===== config.mk =====
export PLATFORM = sky130hd
export DESIGN_NAME = gfc_queue
export DESIGN_NICKNAME = d
export VERILOG_FILES = /design/src/rtl/gfc_pkg.sv /design/src/rtl/gfc_queue.sv
export SDC_FILE = /design/constraint.sdc
export NUM_CORES = 1
export LEC_CHECK = 0
export BUFFER_PORTS_ARGS = -buffer_cell sky130_fd_sc_hd__buf_2
export CAP_MARGIN = 5
export CORE_AREA = 2 2 183 185
export CTS_CLUSTER_DIAMETER = 30
export DETAILED_ROUTE_END_ITERATION = 10
export DIE_AREA = 0 0 185 187
export GPL_ROUTABILITY_DRIVEN = 0
export GPL_TIMING_DRIVEN = 0
export PLACE_DENSITY = 0.87
export SYNTH_ARGS = -nofsm -noshare
export SYNTH_HDL_FRONTEND = slang
export SYNTH_SLANG_ARGS = --single-unit

===== constraint.sdc =====
create_clock -name clk -period 12.55 [get_ports clk]
set_clock_uncertainty 0.05 [all_clocks]
set_input_delay 1.255 -clock clk [delete_from_list [all_inputs] [get_ports clk]]
set_output_delay 1.255 -clock clk [all_outputs]
set_load 0.01 [all_outputs]

===== src/rtl/gfc_pkg.sv =====
package gfc_pkg;

  localparam int MAX_CANVAS_WIDTH  = 512;
  localparam int MAX_CANVAS_HEIGHT = 512;
  localparam int XW = $clog2(MAX_CANVAS_WIDTH + 1);
  localparam int YW = $clog2(MAX_CANVAS_HEIGHT + 1);
  localparam int STORE_DEPTH = MAX_CANVAS_WIDTH * MAX_CANVAS_HEIGHT;
  localparam int AW = $clog2(STORE_DEPTH);

  localparam logic [1:0] OP_HEADER = 2'd0;
  localparam logic [1:0] OP_PIXEL  = 2'd1;
  localparam logic [1:0] OP_READ   = 2'd2;
  localparam logic [1:0] OP_NONE   = 2'd3;

  localparam logic [1:0] ST_OK       = 2'd0;
  localparam logic [1:0] ST_REJECT   = 2'd1;
  localparam logic [1:0] ST_NO_FRAME = 2'd2;
  localparam logic [1:0] ST_OUTSIDE  = 2'd3;

  localparam logic [2:0] DISP_BACKGROUND = 3'd2;
  localparam logic [2:0] DISP_PREVIOUS   = 3'd3;

  localparam logic [1:0] REG_WIDTH  = 2'd0;
  localparam logic [1:0] REG_HEIGHT = 2'd1;
  localparam logic [1:0] REG_BG     = 2'd2;

  typedef struct packed {
    logic [1:0]  operation;
    logic [15:0] pos_x;
    logic [15:0] pos_y;
    logic [15:0] meta_width;
    logic [15:0] meta_height;
    logic [15:0] decoded_width;
    logic [15:0] decoded_height;
    logic [2:0]  disposal;
    logic        first_frame;
    logic [31:0] pixel_bgra;
  } item_t;

  typedef struct packed {
    logic [1:0]  status;
    logic [31:0] read_bgra;
    logic        pixel_written;
    logic        frame_done;
  } result_t;

  // one blended colour channel: (s*a + d*(255-a) + 127) / 255
  function automatic logic [7:0] blend_ch(input logic [7:0] s, input logic [7:0] d,
                                          input logic [7:0] a);
    logic [16:0] t;
    logic [25:0] q;
    t = 17'(s) * 17'(a) + 17'(d) * 17'(8'd255 - a) + 17'd127;
    // divide by 255 via reciprocal: (t*257 + 257) >> 16 is exact for t < 65536
    q = 26'(t) * 26'd257 + 26'd257;
    return q[23:16];
  endfunction

endpackage


===== src/rtl/gfc_queue.sv =====
module gfc_queue (
  input  logic            clk,
  input  logic            rst,
  input  logic            push,
  input  gfc_pkg::item_t  push_data,
  output logic            full,
  input  logic            pop,
  output gfc_pkg::item_t  pop_data,
  output logic            empty
);
  import gfc_pkg::*;

  item_t      slots [4];
  logic [1:0] wr_ptr;
  logic [1:0] rd_ptr;
  logic [2:0] count;

  assign full     = (count == 3'd4);
  assign empty    = (count == 3'd0);
  assign pop_data = slots[rd_ptr];

  // four-deep request queue between front and back
  always_ff @(posedge clk) begin
    if (rst) begin
      wr_ptr <= '0;
      rd_ptr <= '0;
      count  <= '0;
    end else begin
      if (push) wr_ptr <= wr_ptr + 2'd1;
      if (pop) rd_ptr <= rd_ptr + 2'd1;
      count <= count + 3'(push) - 3'(pop);
    end
  end

  always_ff @(posedge clk) begin
    if (push) slots[wr_ptr] <= push_data;
  end
endmodule


==> qor.tcl <==
set qor(placeable_core_area_mm2) 0.0329
set qor(run_status) {finished clean}
set qor(vdd.ir_drop.worst_mv) 0.177
set qor(cts_setup_buffers) 0
set qor(fill_cell_instance_count_of_the_final_layout) 1708
set qor(port_buffers) 273
set qor(cp_cell_sequence) {buf_2 -> buf_2 -> buf_2 -> mux4_2 -> buf_2}
set qor(cp_max_fo) 10
set qor(ys_seq_elements) 545
set qor(fp-row-count) 67
set qor(clock_network_latency_to_the_later_pin_of_the_worst_skew_pair_ns) 0.59
set qor(global_route.overflow_total) 0
set qor(hold_violations) 0
set qor(grt_start_max_net_pins) 54
set qor(min_delay_path_depth) 2
set qor(floorplan.die.height_um) 187
set qor(chipWidth_um) 185
set qor(timing_worst_slew_pin_value_ns) 0.786
set qor(drive_above_1_share_pct) 50.6
set qor(final.min_clock_period_ns) 3.73
set qor(yosys.cell_types.count) 20
set qor(max_freq_ghz) 0.268
set qor(setup.worst_path.class) {flop to output port}
set qor(power_per_unit_of_standard_cell_area_mw_per_mm2) 202
set qor(postSynthCellCount) 742
set qor(final_cells) 1652
set qor(timing.final.max_slew_violations) 0
set qor(mappedNetlistNets) 887
set qor(multi_input_comb_area_mm2) 0.00326
set qor(static-leakage-power_nw) 8.74
set qor(synthesis.area_mm2) 0.0197
set qor(synth_seq_area_share_pct) 82.4
set qor(hold_path_startpoint) {wr_ptr[1]}
set qor(cp-end-kind) {output port}
set qor(areaGrowthSynthToFinish_pct) 27.2
set qor(clk_transition_reported_paths_ns) 0.05
set qor(placedCellCount) 1471
set qor(cts.path.max_buffers) 3
set qor(worstSetupPathDepth) 5
set qor(critPathMaxStageDelay_ns) 0.39
set qor(length_in_cells_of_the_worst_reg_to_reg_path) 4
set qor(dr.pass1.iters) 4
set qor(design.portCount) 274
set qor(vias_per_cell) 5.74
set qor(worst-endpoint-arrival_ns) 2.43
set qor(dp_hpwl_mm) 23.3
set qor(clock-sinks) 545
set qor(initial_core_util_pct) 60.1
set qor(finalSetupViolCount) 0
set qor(route.antenna.remaining_nets) 0
set qor(post_cts.resized_instances) 0
set qor(slew-limit-headroom_pct) 47.6
set qor(post_route_core_utilization_pct) 76.4
set qor(grt_use_total_pct) 25.5
set qor(grt_first_pass_wirelength_mm) 64.0
set qor(crit_top_cell) {sky130_fd_sc_hd__buf_2}
set qor(yosys_warnings) 0
set qor(syn_area_cell_um2) 26.6
set qor(fin_crit_sh_pct) 29.7
set qor(cts-buffers-inserted) 93
set qor(post-route-drc-count) 0
set qor(critical_path_required_ns) 11.24
set qor(finalNetCount) 1263
set qor(hold_ws_ns) 0.514
set qor(die_area_mm2) 0.0346
set qor(final.setup.tns_ns) 0
set qor(antenna_violations_before_repair) 9
set qor(max_cap_viol_count) 0
set qor(start_kind) {flop}
set qor(cts.root.buffer_cell) {sky130_fd_sc_hd__clkbuf_16}
set qor(slowest_stage) {sky130_fd_sc_hd__mux4_2}
set qor(worstHoldPathType) {flop to flop}
set qor(drt_iter0_markers) 695
set qor(critical_path.reg2reg.startpoint) {wr_ptr[0]}
set qor(routed-via-count) 9478
set qor(first_global_vias) 10400
set qor(cts_hold_buf) 0
set qor(layout.area.seq_mm2) 0.0163
set qor(detail_route.wl_per_cell_um) 26.2
set qor(grt_setup_unrepaired) {false}
set qor(worst_path_dominant_cell_family) {buffers and inverters}
set qor(finalWirelength_mm) 43.3
set qor(cts_tree) {yes}
set qor(ctsHtreeMaxLevel) 3
set qor(combined_buffer_and_inverter_count_along_the_critical_path) 4
==> synth_stat cells, drive strengths merged <==
cell    count  area share, %
a21bo       1          0.051
a21oi       1          0.025
and2        4           0.13
and3        1          0.032
buf        23           0.84
clkbuf      7           0.13
dfxtp       9           0.91
edfxtp    536             82
fa          1           0.10
ha          6           0.38
inv         6           0.11
mux2i       1          0.051
mux4      134             15
nand3b      1          0.038
nor2        5          0.095
nor2b       2          0.063
nor3        1          0.025
xnor2       2          0.089
xor3        1           0.12
==> final cells by class <==
cell class	count	share of cell area (%)
Clock inverter	75	3.13
Sequential cell	545	64.8
Multi-Input combinational cell	161	13.0
Tap cell	448	2.23
Antenna cell	6	0.0598
Clock buffer	100	9.62
Inverter	6	0.0897
Buffer	30	0.762
Timing Repair Buffer	281	6.32
==> routing by layer <==
layer  wire length [µm]  vias to the layer above  GRT usage, %
li1                   -                     4006             -
met1              15800                     4995          30.9
met2              23000                      400          43.6
met3               3560                       67          8.33
met4                899                       10          8.52
met5                 69                        -             0
==> final timing paths <==
check                  endpoint  slack, ns
hold reg to reg       wr_ptr[1]       0.51
setup / recovery   pop_data[96]       8.82
setup reg to reg  slots[2][130]      10.48
hold / removal        wr_ptr[1]       0.51
==> sequential cells by signal, indices dropped and copies added, names as in the netlist, named ones only <==
signal / flops
wr_ptr: 2
rd_ptr: 2
count: 3
slots: 536
==> metrics by stage <==
step	instance area, µm²	power (mW)	setup WS (ns)
final	25100	5.06	8.82
after detailed placement	21900	2.55	9.43
after global placement	21700	2.54	5.21
after CTS	25100	5.09	8.75
after global routing	25100	5.20	8.72
after floorplan	19700	2.38	7.67
==> where the power goes <==
group,leakage (nW),total (mW),switching [mW],internal [mW]
clock,1.57,2.54,0.884,1.65
sequential,5.00,2.12,0.0262,2.10
combinational,2.17,0.400,0.220,0.180
total,8.74,5.06,1.13,3.93
==> placed cells by master, fill, tap and decap left out, types with 2 or more instances in the layout <==
master	count
sky130_fd_sc_hd__and2_4	4
sky130_fd_sc_hd__xnor2_1	2
sky130_fd_sc_hd__inv_6	14
sky130_fd_sc_hd__edfxtp_1	536
sky130_fd_sc_hd__nor2_1	5
sky130_fd_sc_hd__clkbuf_16	96
sky130_fd_sc_hd__buf_2	288
sky130_fd_sc_hd__buf_6	8
sky130_fd_sc_hd__clkbuf_1	11
sky130_fd_sc_hd__clkinvlp_4	8
sky130_fd_sc_hd__nor2b_1	2
sky130_fd_sc_hd__ha_1	6
sky130_fd_sc_hd__clkinv_1	8
sky130_fd_sc_hd__buf_16	8
sky130_fd_sc_hd__dfxtp_1	9
sky130_fd_sc_hd__inv_1	6
sky130_fd_sc_hd__diode_2	6
sky130_fd_sc_hd__clkinv_2	23
sky130_fd_sc_hd__clkinv_4	8
sky130_fd_sc_hd__mux4_2	134
sky130_fd_sc_hd__bufinv_16	12
==> cell families after synthesis <==
kind of cell,count (synthesis),synth area share (%)
xor+xnor,3,0.209
mux,135,15.3
fa+ha+maj,7,0.482
compound gates,2,0.0760
simple gates,14,0.380
buf+inv,36,1.08
flops,545,82.4
==> worst min-delay path, cell delays in order (launching register included) <==
cell and delay, ns:
sky130_fd_sc_hd__dfxtp_1 0.33, sky130_fd_sc_hd__mux2i_1 0.13, sky130_fd_sc_hd__nor2_1 0.05
(Power assumes the default switching activity.)
