[config.mk]
export PLATFORM = sky130hd
export DESIGN_NAME = gfc_front_flat
export DESIGN_NICKNAME = d
export VERILOG_FILES = /design/src/rtl/gfc_pkg.sv /design/src/rtl/gfc_if.sv /design/src/rtl/gfc_front.sv /design/src/flat_wrapper.sv
export SDC_FILE = /design/constraint.sdc
export NUM_CORES = 1
export LEC_CHECK = 0
export BUFFER_PORTS_ARGS = -buffer_cell sky130_fd_sc_hd__buf_2
export CORE_AREA = 2 2 141 143
export DETAILED_ROUTE_END_ITERATION = 7
export DIE_AREA = 0 0 143 145
export HOLD_SLACK_MARGIN = 0.05
export PLACE_DENSITY = 0.46
export SLEW_MARGIN = 20
export SYNTH_ARGS = -nofsm -noshare
export SYNTH_HDL_FRONTEND = slang
export SYNTH_SLANG_ARGS = --single-unit
[constraint.sdc]
create_clock -name clk -period 1.1 [get_ports clk]
set_clock_uncertainty 0.1 [all_clocks]
set_input_delay 0.055 -clock clk [delete_from_list [all_inputs] [get_ports clk]]
set_output_delay 0.055 -clock clk [all_outputs]
set_load 0.01 [all_outputs]
[src/rtl/gfc_pkg.sv]
package gfc_pkg;

  localparam int MAX_CANVAS_WIDTH  = 512;
  localparam int MAX_CANVAS_HEIGHT = 512;
  localparam int XW = $clog2(MAX_CANVAS_WIDTH + 1);
  localparam int YW = $clog2(MAX_CANVAS_HEIGHT + 1);
  localparam int STORE_DEPTH = MAX_CANVAS_WIDTH * MAX_CANVAS_HEIGHT;
  localparam int AW = $clog2(STORE_DEPTH);

  localparam logic [1:0] OP_HEADER = 2'd0;
  localparam logic [1:0] OP_PIXEL  = 2'd1;
  localparam logic [1:0] OP_READ   = 2'd2;
  localparam logic [1:0] OP_NONE   = 2'd3;

  localparam logic [1:0] ST_OK       = 2'd0;
  localparam logic [1:0] ST_REJECT   = 2'd1;
  localparam logic [1:0] ST_NO_FRAME = 2'd2;
  localparam logic [1:0] ST_OUTSIDE  = 2'd3;

  localparam logic [2:0] DISP_BACKGROUND = 3'd2;
  localparam logic [2:0] DISP_PREVIOUS   = 3'd3;

  localparam logic [1:0] REG_WIDTH  = 2'd0;
  localparam logic [1:0] REG_HEIGHT = 2'd1;
  localparam logic [1:0] REG_BG     = 2'd2;

  typedef struct packed {
    logic [1:0]  operation;
    logic [15:0] pos_x;
    logic [15:0] pos_y;
    logic [15:0] meta_width;
    logic [15:0] meta_height;
    logic [15:0] decoded_width;
    logic [15:0] decoded_height;
    logic [2:0]  disposal;
    logic        first_frame;
    logic [31:0] pixel_bgra;
  } item_t;

  typedef struct packed {
    logic [1:0]  status;
    logic [31:0] read_bgra;
    logic        pixel_written;
    logic        frame_done;
  } result_t;

  // one blended colour channel: (s*a + d*(255-a) + 127) / 255
  function automatic logic [7:0] blend_ch(input logic [7:0] s, input logic [7:0] d,
                                          input logic [7:0] a);
    logic [16:0] t;
    logic [25:0] q;
    t = 17'(s) * 17'(a) + 17'(d) * 17'(8'd255 - a) + 17'd127;
    // divide by 255 via reciprocal: (t*257 + 257) >> 16 is exact for t < 65536
    q = 26'(t) * 26'd257 + 26'd257;
    return q[23:16];
  endfunction

endpackage

[src/rtl/gfc_if.sv]
interface gfc_item_if;
  import gfc_pkg::*;
  logic  valid;
  logic  ready;
  item_t data;
  modport source (output valid, output data, input ready);
  modport sink (input valid, input data, output ready);
endinterface


interface gfc_cfg_if;
  logic        valid;
  logic        ready;
  logic [1:0]  index;
  logic [31:0] wdata;
  modport source (output valid, output index, output wdata, input ready);
  modport sink (input valid, input index, input wdata, output ready);
endinterface

[src/rtl/gfc_front.sv]
module gfc_front (
  input  logic           clk,
  input  logic           rst,
  gfc_item_if.sink       in_ch,
  gfc_cfg_if.sink        cfg,
  input  logic           q_full,
  output logic           q_push,
  output gfc_pkg::item_t q_data,
  output logic [9:0]     canvas_width,
  output logic [9:0]     canvas_height,
  output logic [31:0]    background_bgra
);
  import gfc_pkg::*;

  assign in_ch.ready = !q_full;
  assign q_push = in_ch.valid && !q_full;
  assign q_data = in_ch.data;
  assign cfg.ready = 1'b1;

  // configuration registers
  always_ff @(posedge clk) begin
    if (rst) begin
      canvas_width <= 10'd512; canvas_height <= 10'd512; background_bgra <= '0;
    end else if (cfg.valid) begin
      case (cfg.index)
        REG_WIDTH:  canvas_width <= cfg.wdata[9:0];
        REG_HEIGHT: canvas_height <= cfg.wdata[9:0];
        REG_BG:     background_bgra <= cfg.wdata;
        default: ;
      endcase
    end
  end
endmodule

[src/flat_wrapper.sv]
// flat-port wrapper written by rule: the top's interface ports become plain ports
module gfc_front_flat import gfc_pkg::*;
  (clk, rst, q_full, q_push, q_data, canvas_width, canvas_height, background_bgra, in_ch_valid, in_ch_data, in_ch_ready, cfg_valid, cfg_index, cfg_wdata, cfg_ready);
  gfc_item_if in_ch_i ();
  gfc_cfg_if cfg_i ();
  input  logic clk;
  input  logic rst;
  input  logic q_full;
  output logic q_push;
  output gfc_pkg::item_t q_data;
  output logic [9:0] canvas_width;
  output logic [9:0] canvas_height;
  output logic [31:0] background_bgra;
  input wire logic [$bits(in_ch_i.valid)-1:0] in_ch_valid;
  input wire logic [$bits(in_ch_i.data)-1:0] in_ch_data;
  output wire logic [$bits(in_ch_i.ready)-1:0] in_ch_ready;
  input wire logic [$bits(cfg_i.valid)-1:0] cfg_valid;
  input wire logic [$bits(cfg_i.index)-1:0] cfg_index;
  input wire logic [$bits(cfg_i.wdata)-1:0] cfg_wdata;
  output wire logic [$bits(cfg_i.ready)-1:0] cfg_ready;
  assign in_ch_i.valid = in_ch_valid;
  assign in_ch_i.data = in_ch_data;
  assign in_ch_ready = in_ch_i.ready;
  assign cfg_i.valid = cfg_valid;
  assign cfg_i.index = cfg_index;
  assign cfg_i.wdata = cfg_wdata;
  assign cfg_ready = cfg_i.ready;
  gfc_front u_core (.clk(clk), .rst(rst), .in_ch(in_ch_i), .cfg(cfg_i), .q_full(q_full), .q_push(q_push), .q_data(q_data), .canvas_width(canvas_width), .canvas_height(canvas_height), .background_bgra(background_bgra));
endmodule
==> qor.yml, run 1 <==
logic_synthesis:
  netlist_area_mm2: 0.003236
  ys_ff_latch: 52
  yosysWarnings: 0
  synth.avg_cell_area_um2: 9.379
  ys_seq_area_share_pct: 32.17
  synth_cells: 345
  ys_types: 14
  synthesis.nets: 518
place:
  portBuffers: 92
  place_inst: 560
  detailed_place_hpwl_mm: 6.485
  place_congestion: 0.6838
cts:
  hold_buffers: 114
  ctsResizeCount: 0
  cts_buffer_depth: 2
  cts.sinks: 52
  cts_root_buf: "clkbuf_16"
  ctsHtreeMaxLevel: 2
  cts_buffers: 5
  postCtsSetupRepairBufs: 0
outcome:
  outcome: "did not finish"
  lastStage: "4_1_cts"
  error_line: "[ERROR RSZ-0060] Max buffer count reached."
floorplan:
  die_y_um: 145
  num_rows: 51
  die_w_um: 143
  start_util_pct: 16.85
  io_pins: 362
[through the flow]
| step | hold slack [ns] | setup WS, ns | cell area, um2 | utilization (%) |
|---|---|---|---|---|
| after detailed placement | 0.01007 | -0.01986 | 3040 | 15.83 |
| after global placement | 0.01007 | -0.01479 | 3040 | 15.83 |
| after floorplan | 0.05351 | 0.1854 | 3236 | - |
[Yosys cell counts (all sizes together)]
library cell | n | area (um2)
dfxtp | 52 | 1041
nor2b | 1 | 6.260
and3b | 1 | 10.01
or3b | 1 | 8.760
buf | 142 | 1080
nand3b | 1 | 7.510
conb | 1 | 3.750
clkbuf | 8 | 30.03
nor2 | 3 | 11.26
inv | 1 | 3.750
mux2i | 52 | 520.5
nand2b | 82 | 513.0
[kinds of logic after synthesis]
family	Yosys count	share of synthesized area (%)
buffers and inverters	151	34.42
flip-flops	52	32.17
multiplexers	52	16.09
AND/OR/NAND/NOR	89	17.21
other	1	0.1159
==> inputs of run 2 (changes only) <==
--- a/config.mk
+++ b/config.mk
@@ -9,8 +9,7 @@
 export CORE_AREA = 2 2 141 143
 export DETAILED_ROUTE_END_ITERATION = 7
 export DIE_AREA = 0 0 143 145
-export HOLD_SLACK_MARGIN = 0.05
-export PLACE_DENSITY = 0.46
+export PLACE_DENSITY_LB_ADDON = 0.15
 export SLEW_MARGIN = 20
 export SYNTH_ARGS = -nofsm -noshare
 export SYNTH_HDL_FRONTEND = slang
==> qor.yml, run 2 <==
outcome:
  outcome: "completed"
cts:
  clk_pin_slew_ns: 0.07
  ctsResizeCount: 0
  cts_root_buf: "clkbuf_16"
  cts.sinks: 52
  worstSkewPairLatency_ns: 0.30
  cts_tree: "yes"
  cts_buffers: 5
  ctsHtreeMaxLevel: 2
  cts_buffer_depth: 2
detailed_routing:
  wl_per_cell_um: 13.62
  route.detailed.drc: 0
  drt-total-wl_mm: 8.120
  drtIter0Drc: 40
  dr.pass1.iters: 4
  via_per_inst: 3.302
  ant_nets: 0
  vias: 1968
sta:
  finalCritPeriodShare_pct: 85.13
  rsz0062_at_grt: "no"
  setup-violations-final: 0
  finalSetupTns_ns: 0
  fin_crit_ns: 0.9365
  hold_viol: 0
  slew_violations: 0
  max_freq_ghz: 1.068
pwr:
  internal-power_mw: 3.336
  max-vdd-ir-drop_mv: 0.6806
  p_seq_share_pct: 45.3
  p_leak_nw: 1.560
  p_comb_share_pct: 12.6
  clkPwrFrac_pct: 42.0
  switching_share_pct: 23.57
  switchingPower_mw: 1.029
  power.density_mw_per_mm2: 1247
  p_total_mw: 4.366
worst_setup_path:
  critical_path_class: "register to output port"
  cp.buffers_inverters: 1
  critPathMaxFanout: 2
  worstPathArrival_ns: 0.78
  startpoint: "u_core.background_bgra[9]"
  rrSetupSlack_ns: 0.40
  crit_path_start_kind: "register"
  reg2reg_from: "u_core.canvas_width[7]"
  cp.required_ns: 0.94
  crit_chain: "buf_2"
  slowest_delay_ns: 0.34
  crit_family: "flip-flops"
  slowest_stage: "dfxtp_1"
  cp.depth: 1
  r2r_end: "u_core.canvas_width[7]"
  endpoint: "background_bgra[9]"
  end_kind: "output port"
  worstRegToRegCells: 2
final_layout:
  layout_common_cells: "92 x buf_2, 82 x nand2b_1, 52 x mux2i_1, 52 x dfxtp_1, 30 x dlygate4sd3_1"
  drive_gt1_share_pct: 32.02
  final_common_cell: "buf_2"
  fillCellCount: 2138
  largestRegisters: "u_core.background_bgra (32), u_core.canvas_height (10), u_core.canvas_width (10)"
  largest_reg_flops: 32
  diodes: 0
  final_core_util_pct: 18.23
  regMostFlops: "u_core.background_bgra"
  area_growth_pct: 8.237
  fin_area_mm2: 0.003502
  nNetsFinal: 503
logic_synthesis:
  netlist_area_mm2: 0.003236
  synth.avg_cell_area_um2: 9.379
  synth-edff-count: 0
  ys_seq_area_share_pct: 32.17
  synth.top_cell.area_share_pct: 32.17
  yosysMostFrequentCell: "buf_4"
  synth.area.top_cells: "dfxtp_1 32%, buf_4 31%, mux2i_1 16%, nand2b_1 16%, buf_6 1.7%"
  synth_common_cells: "135 x buf_4, 82 x nand2b_1, 52 x dfxtp_1, 52 x mux2i_1, 8 x clkbuf_1"
  yosys.area.top_type: "dfxtp_1"
  yosysWarnings: 0
  async_flop_share_pct: 0
  ys_types: 14
  synth_cells: 345
  synth_ff_type: "dfxtp_1"
  ys_ff_latch: 52
  synthesis.nets: 518
global_route:
  grt_pass1_vias: 1931
  grt_util_all_layers_pct: 7.555
  grt_overflow: 0
  grt_max_degree: 53
  antenna_found_initial: 0
  grt_pass1_wl_mm: 11.73
worst_hold_path:
  hp-class: "input port to register"
flow_run:
  maxCapViolCount: 0
floorplan:
  num_rows: 51
  io_pins: 362
  start_util_pct: 16.85
  die_area_mm2: 0.02074
  core_area_mm2: 0.01921
  die_w_um: 143
  die_y_um: 145
place:
  detailed_place_hpwl_mm: 6.129
  portBuffers: 92
  place_congestion: 0.5965
  placed_cell_area_mm2: 0.003038
[run 2: per-stage QoR]
| step | hold slack, ns | cells | setup slack [ns] |
|---|---|---|---|
| 2_1_floorplan | 0.05351 | 345 | 0.1854 |
| 3_3_place_gp | 0.01007 | 558 | -0.01053 |
| 3_5_place_dp | 0.01007 | 558 | -0.02293 |
| 4_1_cts | 0.003886 | 596 | 0.1246 |
| 5_1_grt | 0.01002 | 596 | 0.1036 |
| 6_report | 0.007595 | 596 | 0.1635 |
[run 2: worst min path at each step]
stage,startpoint,end,slack (ns),cells after the start
global route,in_ch_data[60],q_data[60],0.01,0
detailed placement,in_ch_data[108],q_data[108],0.01,0
finish,cfg_wdata[3],u_core.canvas_width[3],0.008,3
floorplan,q_full,in_ch_ready,0.05,1
global placement,in_ch_data[108],q_data[108],0.01,0
CTS,cfg_wdata[3],u_core.canvas_width[3],0.004,3
[run 2: layout make-up]
cell class | count | area [um2] | share of cell area, %
Tap cell | 265 | 331.6 | 9.468
Clock buffer | 6 | 128.9 | 3.680
Timing Repair Buffer | 128 | 880.8 | 25.15
Sequential cell | 52 | 1041 | 29.72
Multi-Input combinational cell | 142 | 1081 | 30.87
Clock inverter | 2 | 35.03 | 1.000
Inverter | 1 | 3.754 | 0.1072
[run 2: routing by layer]
| layer | GRT usage, % | routed length [um] |
|---|---|---|
| met4 | 5.050 | 416 |
| met3 | 3.333 | 930 |
| met1 | 7.604 | 2924 |
| met5 | 0 | 0 |
| met2 | 12.49 | 3849 |
[run 2: cells by family after synthesis]
family / count (synthesis) / synth area share, %
buffers and inverters: 151 / 34.42
multiplexers: 52 / 16.09
other: 1 / 0.1159
AND/OR/NAND/NOR: 89 / 17.21
flip-flops: 52 / 32.17
[run 2: power groups by stage]
| stage | sequential [mW] | clock, mW | combinational [mW] |
|---|---|---|---|
| floorplan | 2.06 | 0 | 0.733 |
| CTS | 1.98 | 1.98 | 0.566 |
| finish | 1.98 | 1.84 | 0.551 |
| detailed placement | 2.02 | 0 | 0.482 |
| global route | 1.99 | 2.03 | 0.607 |
| global placement | 2.03 | 0 | 0.480 |
[run 2: timing repair]
| item | 4_1_cts | 5_1_grt |
|---|---|---|
| buffers inserted | 0 | 0 |
| hold buffers | 30 | 0 |
| hold endpoints to repair | 44 | 0 |
[run 2: worst reg2reg max path, stage by stage (launching register included)]
cell	delay [ns]
dfxtp_1	0.34
nand2b_1	0.06
mux2i_1	0.13
(Power assumes the default switching activity.)
